**src/rtl/osptt_pkg.sv**
```systemverilog
package osptt_pkg;

  typedef logic [1:0] action_t;
  typedef logic [1:0] trig_kind_t;
  typedef logic [1:0] add_status_t;
  typedef logic       result_kind_t;

  localparam action_t ACT_ADD     = 2'd0;
  localparam action_t ACT_CLEAR   = 2'd1;
  localparam action_t ACT_REARM   = 2'd2;
  localparam action_t ACT_PROCESS = 2'd3;

  localparam trig_kind_t KIND_TIME_START = 2'd0;
  localparam trig_kind_t KIND_TIME_END   = 2'd1;
  localparam trig_kind_t KIND_DIST_START = 2'd2;
  localparam trig_kind_t KIND_DIST_END   = 2'd3;

  localparam add_status_t ADD_OK       = 2'd0;
  localparam add_status_t ADD_NEGATIVE = 2'd1;
  localparam add_status_t ADD_FULL     = 2'd2;

  localparam result_kind_t RES_ADD_ACK = 1'b0;
  localparam result_kind_t RES_PROCESS = 1'b1;

  localparam int unsigned IDX_OUT_W = 4;

endpackage

```
**src/rtl/one_shot_progress_trigger_table.sv**
```systemverilog
// one-shot progress trigger table
// input channel: item_valid / item_stall carry one beat per command (add, clear,
// rearm, process). item_stall is high during reset and whenever the sequencer is busy.
// output channel: result_valid / result_stall carry result beats from a single
// output register; a beat is taken when result_valid is high and result_stall low.
// add: after acceptance the ACK state loads the acknowledgement beat once the output register is free.
// clear and rearm: no result beat, done in the accept cycle.
// process: entries are scanned one at a time through the shared comparator,
// each stored entry passing through the READ and CMP states; each fired entry
// after the first also passes through PUSH, and PUSH and FINAL wait while the output
// is stalled. Fired entries come out in index order; the final beat carries last.
// With nothing fired one empty report goes out.
// a held fired index is only pushed once the output register is free, so stalling
// the receiver simply freezes the scan without losing or repeating beats.
// reset (rst, synchronous, active high) empties the table and drops any beat
// waiting in the output register; the table contents are not cleared.
module one_shot_progress_trigger_table #(
  parameter int ENTRIES = 16
) (
  input  logic                           clk,
  input  logic                           rst,
  input  logic                           item_valid,
  output logic                           item_stall,
  input  osptt_pkg::action_t             action,
  input  osptt_pkg::trig_kind_t          trigger_kind,
  input  logic signed [31:0]             threshold,
  input  logic signed [31:0]             elapsed_time,
  input  logic signed [31:0]             total_time,
  input  logic signed [31:0]             travelled_distance,
  input  logic signed [31:0]             total_distance,
  output logic                           result_valid,
  input  logic                           result_stall,
  output osptt_pkg::result_kind_t        result_kind,
  output osptt_pkg::add_status_t         add_status,
  output logic                           fired,
  output logic [osptt_pkg::IDX_OUT_W-1:0] entry_index,
  output logic                           last
);
  import osptt_pkg::*;

  localparam int IDX_W = (ENTRIES > 1) ? $clog2(ENTRIES) : 1;
  localparam int CNT_W = $clog2(ENTRIES + 1);

  localparam logic [2:0] S_IDLE  = 3'd0;
  localparam logic [2:0] S_ACK   = 3'd1;
  localparam logic [2:0] S_READ  = 3'd2;
  localparam logic [2:0] S_CMP   = 3'd3;
  localparam logic [2:0] S_PUSH  = 3'd4;
  localparam logic [2:0] S_FINAL = 3'd5;

  logic [2:0]            state;
  logic [CNT_W-1:0]      entry_count;
  logic [33:0]           entry_mem [ENTRIES];
  logic [ENTRIES-1:0]    done;

  logic [IDX_W-1:0]      idx;
  logic [IDX_W-1:0]      pend_idx;
  logic                  has_pend;
  add_status_t           ack_status;
  logic [IDX_W-1:0]      ack_index;

  logic signed [32:0]    et_op;
  logic signed [32:0]    tl_op;
  logic signed [32:0]    td_op;
  logic signed [32:0]    dl_op;

  trig_kind_t            rd_kind;
  logic signed [31:0]    rd_thr;

  logic                  accept;
  logic                  out_free;
  logic                  out_load;
  logic                  at_end;
  logic signed [32:0]    cmp_a;
  logic signed [33:0]    cmp_diff;
  logic                  cmp_hit;
  logic                  hit;
  logic                  full;

  assign item_stall = rst || (state != S_IDLE);
  assign accept     = item_valid && !item_stall;
  assign out_free   = !result_valid || !result_stall;
  assign out_load   = out_free && (state inside {S_ACK, S_PUSH, S_FINAL});
  assign at_end     = ((CNT_W'(idx) + CNT_W'(1)) == entry_count);
  assign full       = (entry_count == CNT_W'(ENTRIES));

  // shared comparator
  always_comb begin
    case (rd_kind)
      KIND_TIME_START: cmp_a = et_op;
      KIND_TIME_END:   cmp_a = tl_op;
      KIND_DIST_START: cmp_a = td_op;
      default:         cmp_a = dl_op;
    endcase
    cmp_diff = 34'(cmp_a) - 34'(rd_thr);
    if (rd_kind == KIND_TIME_END || rd_kind == KIND_DIST_END) begin
      cmp_hit = cmp_diff[33] || (cmp_diff == '0);
    end else begin
      cmp_hit = !cmp_diff[33];
    end
    hit = cmp_hit && !done[idx];
  end

  always_ff @(posedge clk) begin
    if (accept && action == ACT_ADD && !threshold[31] && !full) begin
      entry_mem[entry_count[IDX_W-1:0]] <= {trigger_kind, threshold};
    end
    if (state == S_READ) begin
      {rd_kind, rd_thr} <= entry_mem[idx];
    end
  end

  always_ff @(posedge clk) begin
    if (accept && action == ACT_ADD && !threshold[31] && !full) begin
      done[entry_count[IDX_W-1:0]] <= 1'b0;
    end else if (accept && action == ACT_REARM) begin
      done <= '0;
    end else if (state == S_CMP && hit) begin
      done[idx] <= 1'b1;
    end
  end

  always_ff @(posedge clk) begin
    if (accept && action == ACT_PROCESS) begin
      et_op <= 33'(elapsed_time);
      td_op <= 33'(travelled_distance);
      tl_op <= 33'(total_time) - 33'(elapsed_time);
      dl_op <= 33'(total_distance) - 33'(travelled_distance);
    end
  end

  always_ff @(posedge clk) begin
    if (rst) begin
      state        <= S_IDLE;
      entry_count  <= '0;
      result_valid <= 1'b0;
      has_pend     <= 1'b0;
      idx          <= '0;
      pend_idx     <= '0;
      ack_status   <= ADD_OK;
      ack_index    <= '0;
      result_kind  <= RES_ADD_ACK;
      add_status   <= ADD_OK;
      fired        <= 1'b0;
      entry_index  <= '0;
      last         <= 1'b0;
    end else begin
      if (result_valid && !result_stall && !out_load) begin
        result_valid <= 1'b0;
      end
      case (state)
        S_IDLE: begin
          if (accept) begin
            case (action)
              ACT_ADD: begin
                ack_index <= '0;
                if (threshold[31]) begin
                  ack_status <= ADD_NEGATIVE;
                end else if (full) begin
                  ack_status <= ADD_FULL;
                end else begin
                  ack_status  <= ADD_OK;
                  ack_index   <= entry_count[IDX_W-1:0];
                  entry_count <= entry_count + CNT_W'(1);
                end
                state <= S_ACK;
              end
              ACT_CLEAR: begin
                entry_count <= '0;
              end
              ACT_REARM: begin
              end
              default: begin
                idx      <= '0;
                has_pend <= 1'b0;
                state    <= (entry_count == '0) ? S_FINAL : S_READ;
              end
            endcase
          end
        end
        S_ACK: begin
          if (out_free) begin
            result_valid <= 1'b1;
            result_kind  <= RES_ADD_ACK;
            add_status   <= ack_status;
            fired        <= 1'b0;
            entry_index  <= 4'(ack_index);
            last         <= 1'b1;
            state        <= S_IDLE;
          end
        end
        S_READ: begin
          state <= S_CMP;
        end
        S_CMP: begin
          if (hit && has_pend) begin
            state <= S_PUSH;
          end else begin
            if (hit) begin
              pend_idx <= idx;
              has_pend <= 1'b1;
            end
            if (at_end) begin
              state <= S_FINAL;
            end else begin
              idx   <= idx + IDX_W'(1);
              state <= S_READ;
            end
          end
        end
        S_PUSH: begin
          if (out_free) begin
            result_valid <= 1'b1;
            result_kind  <= RES_PROCESS;
            add_status   <= ADD_OK;
            fired        <= 1'b1;
            entry_index  <= 4'(pend_idx);
            last         <= 1'b0;
            pend_idx     <= idx;
            if (at_end) begin
              state <= S_FINAL;
            end else begin
              idx   <= idx + IDX_W'(1);
              state <= S_READ;
            end
          end
        end
        S_FINAL: begin
          if (out_free) begin
            result_valid <= 1'b1;
            result_kind  <= RES_PROCESS;
            add_status   <= ADD_OK;
            fired        <= has_pend;
            entry_index  <= has_pend ? 4'(pend_idx) : 4'd0;
            last         <= 1'b1;
            state        <= S_IDLE;
          end
        end
        default: begin
          state <= S_IDLE;
        end
      endcase
    end
  end

endmodule

```
**config.mk**
```make
export PLATFORM = sky130hd
export DESIGN_NAME = one_shot_progress_trigger_table
export DESIGN_NICKNAME = d
export VERILOG_FILES = /design/src/rtl/osptt_pkg.sv /design/src/rtl/one_shot_progress_trigger_table.sv
export SDC_FILE = /design/constraint.sdc
export NUM_CORES = 1
export LEC_CHECK = 0
export ABC_AREA = 1
export BUFFER_PORTS_ARGS = -buffer_cell sky130_fd_sc_hd__buf_4
export CAP_MARGIN = 20
export CORE_MARGIN = 2
export CORE_UTILIZATION = 35
export CTS_CLUSTER_DIAMETER = 60
export DETAILED_ROUTE_END_ITERATION = 16
export GPL_TIMING_DRIVEN = 0
export MAX_ROUTING_LAYER = met4
export PLACE_DENSITY_LB_ADDON = 0.08
export SETUP_SLACK_MARGIN = 0.05
export SLEW_MARGIN = 20
export SYNTH_ARGS = -nofsm -noshare
export SYNTH_HDL_FRONTEND = slang
export SYNTH_SLANG_ARGS = --single-unit
```
**constraint.sdc**
```tcl
create_clock -name clk -period 8.6 [get_ports clk]
set_input_delay 0 -clock clk [delete_from_list [all_inputs] [get_ports clk]]
set_output_delay 0 -clock clk [all_outputs]
set_load 0.01 [all_outputs]
```
==> results list, run 1 <==
- In this run, synthesis inferred 724 flip-flops with an integrated enable.
- Seq cells post-synth: 757
- Die Y: between 300 and 400 um
- Counting cells, the worst reg-to-reg path comes to 27.
* Clock transition time at the flip-flop clock pins of the worst setup and hold paths: 60 ps
* Cell at the root of the clock tree: clkbuf_16
- Peak supply drop: about 0.00014 V
* Vias post-DR: ~27,000
- The layer flagged by global routing as most heavily used is met2.
- HP Class: in -> reg
* WL per Instance: 21.80 um
- Reg2reg end: done[5]
- Entering global routing, the biggest net connects 28 pins.
* Number of detailed-route iterations in the first pass: 5
- Final net count: 4,227
- Most common library cell in the layout ignoring fill and taps: edfxtp_1
- After routing the design area is around 0.045 mm^2.
- For this design the static power due to leakage is 16.83 nW.
- Top fanout value on the critical path: 10
* Global-route wire length before repair: ~170 mm
- In this run, post-CTS repair resized a total of 0 instances.
* Yosys warnings: 0
* Post-synthesis async set-or-reset flop share: 0
* Worst Skew: 27.78 ps
* Hold worst-path end: et_op[21]
* Port Buffers: 178
- Synthesis produced a netlist with a net count of 3,729.
- DRT antenna net count: 0
- Number of placed I/O pins: between 150 and 200
- The floorplan step defined a die boundary enclosing 0.1043 mm^2.
* Top flip-flop cell by instance count after synthesis: edfxtp_1
- The routed design could run at a clock period as short as 5850 ps.
- Unrepaired setup endpoints after global routing: false
- Total half-perimeter wirelength after legalization and detailed placement: 83.61 mm
* Avg Inst Size Synth: 10.32 um^2
* Starting DRC count in detailed routing: between 2,000 and 2,500
- Routability-driven placement finished with a final weighted congestion of ~0.93.
- Total number of clock tree sinks: between 700 and 800
- Max transition margin: 0.2359
* Number of clock buffers inserted by TritonCTS: 95
* Die Span X: 322.9 um
- Summed over all layers, the global routing overflow is 0.
- The via count of the first global-routing pass came to ~27,000.
- Number of antenna violations at the first check in global routing: 6
* Peak clock frequency supported by timing: 0.1709 GHz
- Core ar.: 0.1004 mm^2
- In the routed layout, each cell is associated on average with a via count of 5.001.
* Number of cells on the worst hold path: 2
* Routed Wire Length: 117.3 mm
- Pins Over Slew Limit: 0
* Cell area reported after detailed placement: between 0.03 and 0.04 mm^2
* Crit path launch type: register
* Met1 usage in global routing: 0.2947
* Clock latency of the later-clocked register in the worst-skew pair: 670 ps
- Hold is met by 72.29 ps.
- Reg-to-Reg Start: rd_kind[0]
- Clock tree from TritonCTS: built
- DR DRC count: 0
- For this run, global-route usage on met2 was measured as 0.3879.
- Result of the run: complete, no violations
- Hold path startpoint: elapsed_time[21]
- Tracing the worst setup path back leads to its startpoint at rd_kind[0].
- Final count of negative-setup-slack endpoints: 0
- Of the cells placed in the final design, the portion with a size suffix greater than 1 is 0.1027.
- Data on the critical path arrives at its endpoint at between 6000 and 7000 ps.
- Summed instance area of the synthesized netlist: around 0.036 mm^2
- Number of distinct library cells after synthesis: 55
- In the layout the commonest cells are 724 x edfxtp_1, 614 x nand2_1, 429 x nor2_1, 398 x o21ai_0, 333 x inv_1.
- Sum Neg Setup Slack: 0 ps
- Area Overhead vs Synth: 25.12%
- Deepest level of the CTS H-tree: 3
- Number of placement rows: roughly 120
- Final core utilization: 0.4434
- Power density over the cells: around 210 mW/mm^2
* Total global-route track usage: 0.2308
- Met3 usage: 0.02874
* Total count of hold-check failures in the final report: 0
- Sequential fraction of the synthesis area: 0.6294
- Period utilization: 0.6803
- The worst setup path is captured at a register.
- FF-to-FF setup slack: 2750 ps
* Worst-margin pin slew: ~1100 ps
- The initial utilization of the core area, before any placement, comes to 0.3544.
- The worst setup path is of the reg -> reg kind.
* Required time at the endpoint of the critical path: 8970 ps
- Number of max-cap violations: 0
- Longest Clk Path Bufs: 3
- Number of instances in the synthesized netlist: roughly 3,400
final cells by class:
| cell class | count | area (um^2) |
|---|---|---|
| clock buffer | 123 | 2545 |
| buffer | 134 | 524.3 |
| inverter | 347 | 1303 |
| timing repair buffer | 401 | 3989 |
| fill | 9654 | 55910 |
| antenna | 4 | 10.01 |
| multi-input combinational | 2210 | 11500 |
| clock inverter | 48 | 556.8 |
| tap | 1357 | 1698 |
| sequential | 757 | 22400 |
cells in the mapped netlist (5+ instances only):
master	count	area (um^2)
a211oi_1	5	37.54
o21a_1	16	120.1
xnor2_1	24	210.2
nand2_1	614	2305
inv_2	9	33.78
edfxtp_1	724	21740
nor4_1	7	43.79
dfxtp_1	33	660.6
clkbuf_1	129	484.2
xor2_1	42	367.9
nor3_1	22	110.1
inv_1	333	1250
a31oi_1	7	43.79
nor2_1	446	1674
a21boi_1	8	60.06
nand4_1	57	356.6
a21oi_1	123	615.6
o22ai_1	137	857.1
ha_1	110	1376
o21bai_1	13	97.59
nand3_1	125	625.6
o21ai_0	399	1997
clkinv_1	5	18.77
how the worst max path moves through the flow:
stage,depth (start not counted),endpoint,slack [ps]
global placement,5,et_op[27],-1340
finish,27,done[5],2750
detailed placement,27,done[5],2590
floorplan,5,dl_op[0],1860
CTS,27,done[5],2530
global route,27,done[5],2250
kinds of logic after synthesis:
| family | share of synthesized area |
|---|---|
| flops | 0.6294 |
| compound gates | 0.1144 |
| buf+inv | 0.05122 |
| xor+xnor | 0.01624 |
| simple gates | 0.1484 |
| fa+ha+maj | 0.04036 |
where the power goes:
group          switching (mW)  internal (mW)  leakage, nW
registers              0.0164           4.11         6.79
logic                   0.889          0.425         8.54
clock network            1.62           2.37         1.50
total                    2.52           6.90         16.8
registers in the layout, summed over array words and instances, names as in the netlist, 2 cells and up:
signal / cells
td_op: 32
pend_idx: 4
state: 3
entry_mem: 544
et_op: 32
ack_status: 2
ack_index: 4
entry_index: 4
entry_count: 5
idx: 4
dl_op: 33
rd_kind: 2
done: 16
tl_op: 33
add_status: 2
rd_thr: 32
per-stage QoR:
step / setup slack (ps) / std cells / power (mW)
detailed placement: 2588 / 5028 / 5.430
finish: 2750 / 5381 / 9.421
global placement: -1338 / 4983 / 5.433
global route: 2249 / 5380 / 9.754
CTS: 2535 / 5377 / 9.494
floorplan: 1864 / 3448 / 4.873
routing by layer:
metal | up-vias | routed length, um
met4 | 0 | 3153
met1 | 12920 | 51490
met2 | 761 | 57090
met3 | 174 | 5564
li1 | 13050 | -
met5 | - | 0
worst max-delay path, stage by stage (launching register included):
cell and delay (ps):
edfxtp_1 380, clkbuf_1 420, inv_1 290, nor2_1 410
clkbuf_1 480, nand2_1 100, nand3_1 110, o21ai_0 160
ha_1 280, fa_1 390, inv_1 100, nand2_1 50
nand2_1 80, nand3_1 110, nand2_1 170, nand2_1 110
nand2_1 180, nand3_1 140, nand3_1 180, nand2_1 70
nor2_1 130, nand2_1 80, nor2_1 90, nand3_1 110
nand2_2 160, nand2_2 110, o21ai_2 420, buf_8 220
timing repair:
action,CTS,global route
endpoints found under the hold margin,712,0
setup buffers,0,0
hold buffers,178,0
Note: power is estimated with default switching activity, not from simulation.
==> inputs of run 2 (changes only) <==
Clock period 8.6 ns to 4.9 ns, I/O delays scaled along.
==> run 2 against run 1 <==
Compared with the run above: sequential share of layout area grew 0.069 points; clock skew grew 24 ps; setup slack worse by 2300 ps; critical path depth unchanged; clock-buffer cell count fell by 15; largest cell class unchanged.
==> results list, run 2 (same netlist as run 1, synthesis figures left out) <==
- The worst setup path is captured at a register.
- The floorplan die area came to 0.1043 mm^2 (unchanged).
* Number of cell instances on the worst register-to-register path: 27 (unchanged)
- Combined flip-flop and latch cell area: 0.02240 mm^2 (unchanged)
- Port Buffers: 178 (unchanged)
- Total count of hold-check failures in the final report: 0 (unchanged)
* Cell at the root of the clock tree: clkbuf_16
- Peak supply drop: 0.0002840 V (+110%)
- Number of antenna violations at the first check in global routing: 4 (-2)
- The hold-critical path depth was 2 (unchanged).
- P_leak: 16.83 nW (about the same)
- FF-to-FF setup slack: 440 ps (-2310 ps)
- Clock latency of the later-clocked register in the worst-skew pair: 670 ps (about the same)
- Deepest level of the CTS H-tree: 3 (unchanged)
- The weighted congestion at the end of routability-driven global placement was 0.9050 (-2.2%).
* Area of combinational cells with multiple inputs: 0.01154 mm^2 (+0.32%)
* Mean number of vias per cell: 5.042 (+0.83%)
- Starting DRC count in detailed routing: 1,867 (-7.9%)
- The count of endpoints failing setup in the final report came to 0 (unchanged).
- The worst setup path is of the reg -> reg kind.
* Pins Over Slew Limit: 0 (unchanged)
* Unrepaired setup endpoints after global routing: false
- Reg2reg end: done[10]
- The count of fill cells added during filler insertion is 9,685 (+0.32%).
- The worst register-to-register path begins at rd_kind[0].
* Number of placement rows: 116 (unchanged)
- Largest register FFs: 544 (unchanged)
- WL per Instance: 21.82 um (about the same)
- Final net count: 4,226 (-0.024%)
- Vias in the first global route: 27,120 (+0.51%)
- Clock transition time at the flip-flop clock pins of the worst setup and hold paths: 50 ps (about the same)
* Worst-margin pin slew: 1150 ps (+8.000 ps)
- Worst Skew: 51.48 ps (+23.70 ps)
- Number of max-cap violations: 0 (unchanged)
- Number of clock buffers inserted by TritonCTS: 94 (-1.1%)
* Number of detailed-route iterations in the first pass: 5 (unchanged)
- Top fanout value on the critical path: 10 (unchanged)
- The data arrival at the endpoint of the critical path was 4830 ps (-1390 ps).
- Final period demand of the worst path: 4462 ps (-1388 ps)
* Die Y: 322.9 um (unchanged)
* Sum Neg Setup Slack: 0 ps (unchanged)
* Total global-route track usage: 0.2301 (-0.0007314)
* Routed Wire Length: 117.3 mm (about the same)
- The clock net sink count was 757 (unchanged).
* Final core utilization: 0.4427 (-0.0006100)
* DRT antenna net count: 0 (unchanged)
- Global-route wire length before repair: 172.1 mm (-0.20%)
- Commonest cells after routing, fill and taps aside: 724 x edfxtp_1, 612 x nand2_1, 426 x nor2_1, 398 x o21ai_0, 333 x inv_1
- The core box area is 0.1004 mm^2 (unchanged).
* Crit path launch type: register
* Hold worst-path end: td_op[27]
- DR DRC count: 0 (unchanged)
* Overflow left after global routing: 0 (unchanged)
- The count of boundary I/O pins was 179 (unchanged).
* Longest Clk Path Bufs: 3 (unchanged)
- The tightest min-delay check is of the in -> reg type.
* Max transition margin: 0.2305 (-0.005353)
- The final clock period utilization by the worst path is 0.9106 (+0.2304).
- The maximum number of pins on one net before global-route repair is 27 (-3.6%).
- The run finished with clean final reports.
- Share of layout cells above drive strength 1: 0.1053 (+0.002540)
- Required time at the endpoint of the critical path: 5270 ps (-3700 ps)
- The starting density of the core is 0.3544 (unchanged).
- Power density over the cells: 367.1 mW/mm^2 (+74%)
- Vias post-DR: 27,120 (+0.77%)
* Die Span X: 322.9 um (unchanged)
* Total half-perimeter wirelength after legalization and detailed placement: 83.48 mm (-0.16%)
- Area Overhead vs Synth: 24.94%
- Most common library cell in the layout ignoring fill and taps: edfxtp_1
* Hold path startpoint: travelled_distance[27]
- Clock tree from TritonCTS: built
- The maximum achievable frequency was 0.2241 GHz (+31%).
-- run 2: changes by cell type in the layout (fill, tap and decap cells not counted), moves of 3 or more --
cell,change
clkbuf_2,+4
clkinv_1,+16
clkinvlp_4,-3
clkbuf_1,-21
nor2_1,-3
clkbuf_16,-3
buf_4,+6
-- run 2: layout make-up --
type,count,share of cell area
Tap cell,1357,0.03818
Clock buffer,108,0.05408
Antenna cell,3,0.0001688
Multi-Input combinational cell,2210,0.2595
Buffer,130,0.01190
Inverter,347,0.02929
Timing Repair Buffer,405,0.08981
Sequential cell,757,0.5038
Clock inverter,61,0.01331
-- run 2: power breakdown --
part           total [mW]  switching, mW  internal, mW
combinational        2.31           1.56         0.747
sequential           7.24         0.0295          7.21
clock                6.78           2.82          3.96
total                16.3           4.41          11.9
-- run 2: critical path, cell delays in order (launching register included) --
cell	delay [ps]
edfxtp_1	440
inv_1	280
nor2_4	80
buf_4	160
clkbuf_2	190
nand2_1	90
nand3_1	80
o21ai_0	90
inv_1	120
ha_1	360
nand2_1	230
inv_1	70
nand2_1	70
nand2_1	110
a21oi_1	180
nand2_1	150
nand2_1	120
nand2_1	90
nand2_1	70
nand2_1	40
nor2_1	160
nand2_1	100
nor2_1	110
nand3_1	100
nand2_2	160
nand2_2	120
o21ai_4	210
buf_4	190
-- run 2: metrics by stage --
stage	setup WS (ps)	power (mW)	instances	area [um^2]	hold WS (ps)
2_1_floorplan	253.2	8.550	3448	35590	98.87
3_3_place_gp	-3442	9.534	4983	38630	189.2
3_5_place_dp	-1121	9.532	5025	39560	190.2
4_1_cts	65.59	16.46	5373	44400	27.75
5_1_grt	42.34	16.90	5378	44470	44.43
6_report	438.0	16.32	5378	44470	74.63
-- run 2: worst max-delay path by stage --
stage                     startpoint           endpoint  slack [ps]  cells past startpoint
after floorplan           rd_kind[0]            done[0]         250                     26
after global placement      state[0]  entry_mem[15][21]       -3440                     12
after detailed placement  rd_kind[0]            done[9]       -1120                     27
after CTS                 rd_kind[0]            done[8]          70                     26
after global routing      rd_kind[0]            done[4]          40                     26
final                     rd_kind[0]           done[10]         440                     27
-- run 2: what timing repair did --
action | 4_1_cts | 5_1_grt
setup endpoints to repair | 28 | 27
gates resized for setup | 9 | 18
hold buffers | 177 | 0
pin swaps | 1 | 2
setup buffers | 4 | 4
endpoints found under the hold margin | 718 | 0
-- run 2: routing by layer --
layer / vias up / track usage / wire, um
li1: 13070 / - / -
met5: - / - / 0
met1: 13050 / 0.2930 / 51670
met2: 792 / 0.3853 / 56230
met4: 0 / 0.06935 / 3736
met3: 203 / 0.02673 / 5695
==> inputs of run 3 (changes only) <==
Settings changed: GPL_TIMING_DRIVEN 0 to not set.
==> run 3 against run 2 <==
Compared with the run above: combinational power down 11%; first-iteration DRC count is 11% lower; sequential cell count did not move; non-clock buffer count fell by 125; critical path depth is 1 higher; largest power group unchanged; clock skew decreased by 17 ps; clock-buffer cell count grew 6; sequential share of layout area rose by 0.96 points; critical path type unchanged; highest routed layer unchanged; via count fell by 3.7%; sequential power hardly changed; die area unchanged.
==> results list, run 3 (same netlist as run 1, synthesis figures left out) <==
- Peak clock frequency supported by timing: 0.2272 GHz (+1.4%)
- The number of design-rule violations left by the first detailed-router iteration is 1,657 (-11%).
- The clock net sink count is 757 (unchanged).
- The routed via count divided by cell count was 4.964 (-1.5%).
- In this run the clock root is driven by a clkbuf_16.
- The die width was 322.9 um (unchanged).
- The starting density of the core is 0.3544 (unchanged).
- The die outline height came to 322.9 um (unchanged).
- Peak supply drop: 0.0002999 V (+5.6%)
- The number of max-capacitance violations reported is 0 (unchanged).
- Total global-route track usage: 0.2113 (-0.01880)
- Combined flip-flop and latch cell area: 0.02241 mm^2 (about the same)
- Crit path capture type: register
* Total count of hold-check failures in the final report: 0 (unchanged)
* Setup CP Type: reg -> reg
- Clock transition time at the flip-flop clock pins of the worst setup and hold paths: 60 ps (about the same)
- The number of cell rows was 116 (unchanged).
- The weighted congestion at the end of routability-driven global placement was 0.9126 (+0.84%).
* Final period demand of the worst path: 4402 ps (-59.95 ps)
- The length of routed wiring on met1 is 48.75 mm (-5.7%).
* Required time at the endpoint of the critical path: 5490 ps (+220 ps)
- Number of clock buffers inserted by TritonCTS: 93 (-1.1%)
- The count of port buffers added during placement came to 178 (unchanged).
- Number of placed I/O pins: 179 (unchanged)
- Slowest stage cell on the critical path: dlygate4sd3_1
- Clock tree from TritonCTS: built
* Sequential Power Share: 0.454 (+0.011)
* FF-to-FF setup slack: 500 ps (+60 ps)
* Share of layout cells above drive strength 1: 0.1083 (+0.003040)
* Core ar.: 0.1004 mm^2 (unchanged)
- DR DRC count: 0 (unchanged)
- The post-route standard cell area excluding fillers is 0.04365 mm^2 (-1.8%).
* Worst-margin pin slew: 985.2 ps (-164.8 ps)
- Peak per-stage delay on the critical path: 540 ps (+100 ps)
- Clock network power share: 0.418 (+0.003)
* Final net count: 4,100 (-3.0%)
- The area growth from synthesis to layout is 22.65%.
* Switching power share of the total: 0.2622 (-0.008157)
- The library cell used most frequently in the layout, excluding fill and tap cells, is edfxtp_1.
- Switching component of the power: 4.196 mW (-4.9%)
* Sum Neg Setup Slack: 0 ps (unchanged)
- The maximum net fanout on the critical path is 36 (+26).
- The headroom to the max-slew limit was 0.3432 (+0.1127).
* Worst Skew: 34.01 ps (-17.47 ps)
* Fill cell count: 9,791 (+1.1%)
* Result of the run: complete, no violations
- The maximum count of clock buffers along a single path is 3 (unchanged).
* Met3 WL: 4.440 mm (-22%)
* Global-route wire length before repair: 160.8 mm (-6.6%)
- Area of combinational cells with multiple inputs: 0.01155 mm^2 (+0.12%)
- Unrepaired setup endpoints after global routing: false
* Period utilization: 0.8984 (-0.01223)
* Clock latency of the later-clocked register in the worst-skew pair: 680 ps (about the same)
- Maximum number of pins on one net before global-route repair: 158 (+490%)
- The via total after detailed routing was 26,100 (-3.7%).
- In the layout the commonest cells are 724 x edfxtp_1, 614 x nand2_1, 425 x nor2_1, 398 x o21ai_0, 331 x inv_1.
* Most used cell, CP: nand2_1
- The routed length per instance was 20.52 um (-5.9%).
* Number of detailed-route iterations in the first pass: 6 (+1)
- Power density over the cells: 366.6 mW/mm^2 (-0.14%)
- The count of endpoints failing setup in the final report is 0 (unchanged).
- Routed Wire Length: 107.9 mm (-8.0%)
- Overflow left after global routing: 0 (unchanged)
* Die area: 0.1043 mm^2 (unchanged)
- P_leak: 16.52 nW (-1.8%)
* Routed met2 length: 52.20 mm (-7.2%)
- The internal power consumption was 11.81 mW (-0.88%).
- The count of nets left with antenna violations after detail routing was 0 (unchanged).
- Share of power burned in combinational logic: 0.128 (-0.013)
* HP Class: in -> reg
* Total power after layout: 16.00 mW (-2.0%)
* Number of antenna violations at the first check in global routing: 7 (+3)
* Top routing layer in use: met4
- Pins Over Slew Limit: 0 (unchanged)
- The data arrival at the endpoint of the critical path was 4990 ps (+160 ps).
- The via count of the first global-routing pass is 26,070 (-3.9%).
- The deepest level of the CTS H-tree was 3 (unchanged).
- The flip-flop count of the largest register, all copies and words added is 544 (unchanged).
- The area after detailed placement was 0.03877 mm^2 (-2.0%).
- Crit path launch type: register
* Total half-perimeter wirelength after legalization and detailed placement: 66.85 mm (-20%)
-- run 3: changes by cell type in the layout (fill, tap and decap cells not counted), sizes merged --
cell,previous run,this run
dlygate4sd3,177,176
clkinvlp,2,9
inv,349,350
clkinv,49,41
buf,234,233
clkbuf,232,115
bufinv,8,5
diode,3,5
-- run 3: what timing repair did --
action	4_1_cts	5_1_grt
hold buffers	176	0
hold endpoints to repair	715	0
gates resized for setup	0	11
buffers inserted	0	4
endpoints found under the setup margin	0	1
-- run 3: area by class of cell --
cell class | instances | share of cell area
Sequential cell | 757 | 0.5134
Multi-Input combinational cell | 2210 | 0.2647
Timing Repair Buffer | 410 | 0.08413
Clock buffer | 114 | 0.05655
Tap cell | 1357 | 0.03890
Inverter | 347 | 0.03007
Clock inverter | 58 | 0.01204
Antenna cell | 5 | 0.0002866
-- run 3: final timing paths --
path / cells after the start / start / endpoint
hold reg to reg: 2 / add_status[0] / add_status[0]
hold / removal: 2 / elapsed_time[5] / et_op[5]
setup reg to reg: 28 / rd_kind[1] / state[2]
setup / recovery: 28 / rd_kind[1] / state[2]
-- run 3: critical path: cells and delay by family, from the launching register on --
family | cells | cell delay [ps]
buffers and inverters | 4 | 1000
AO/OA/AOI/OAI | 2 | 210
AND/OR/NAND/NOR | 20 | 2070
adder cells (fa/ha/maj) | 2 | 620
flip-flops | 1 | 440
-- run 3: power by group through the flow --
stage / logic [mW] / registers [mW] / clock network, mW
after CTS: 2.06 / 7.26 / 6.85
after detailed placement: 1.92 / 7.40 / 0
after floorplan: 1.18 / 7.37 / 0
after global placement: 1.94 / 7.40 / 0
final: 2.05 / 7.27 / 6.69
after global routing: 2.28 / 7.27 / 7.12
-- run 3: per-layer routing --
metal,global-route usage,vias to the layer above
li1,-,12810
met1,0.2723,12600
met2,0.3497,539
met3,0.03118,148
met4,0.05375,0
met5,-,-
-- run 3: metrics by stage --
step | std cells | hold WS [ps] | utilization | worst slack (ps)
after floorplan | 3448 | 98.87 | - | 253.2
after global placement | 4899 | 190.5 | 0.3859 | 519.8
after detailed placement | 4900 | 189.5 | 0.3861 | 503.1
after CTS | 5248 | 29.38 | 0.4334 | 83.97
after global routing | 5258 | 44.16 | 0.4346 | 66.75
final | 5258 | 68.30 | 0.4346 | 497.9
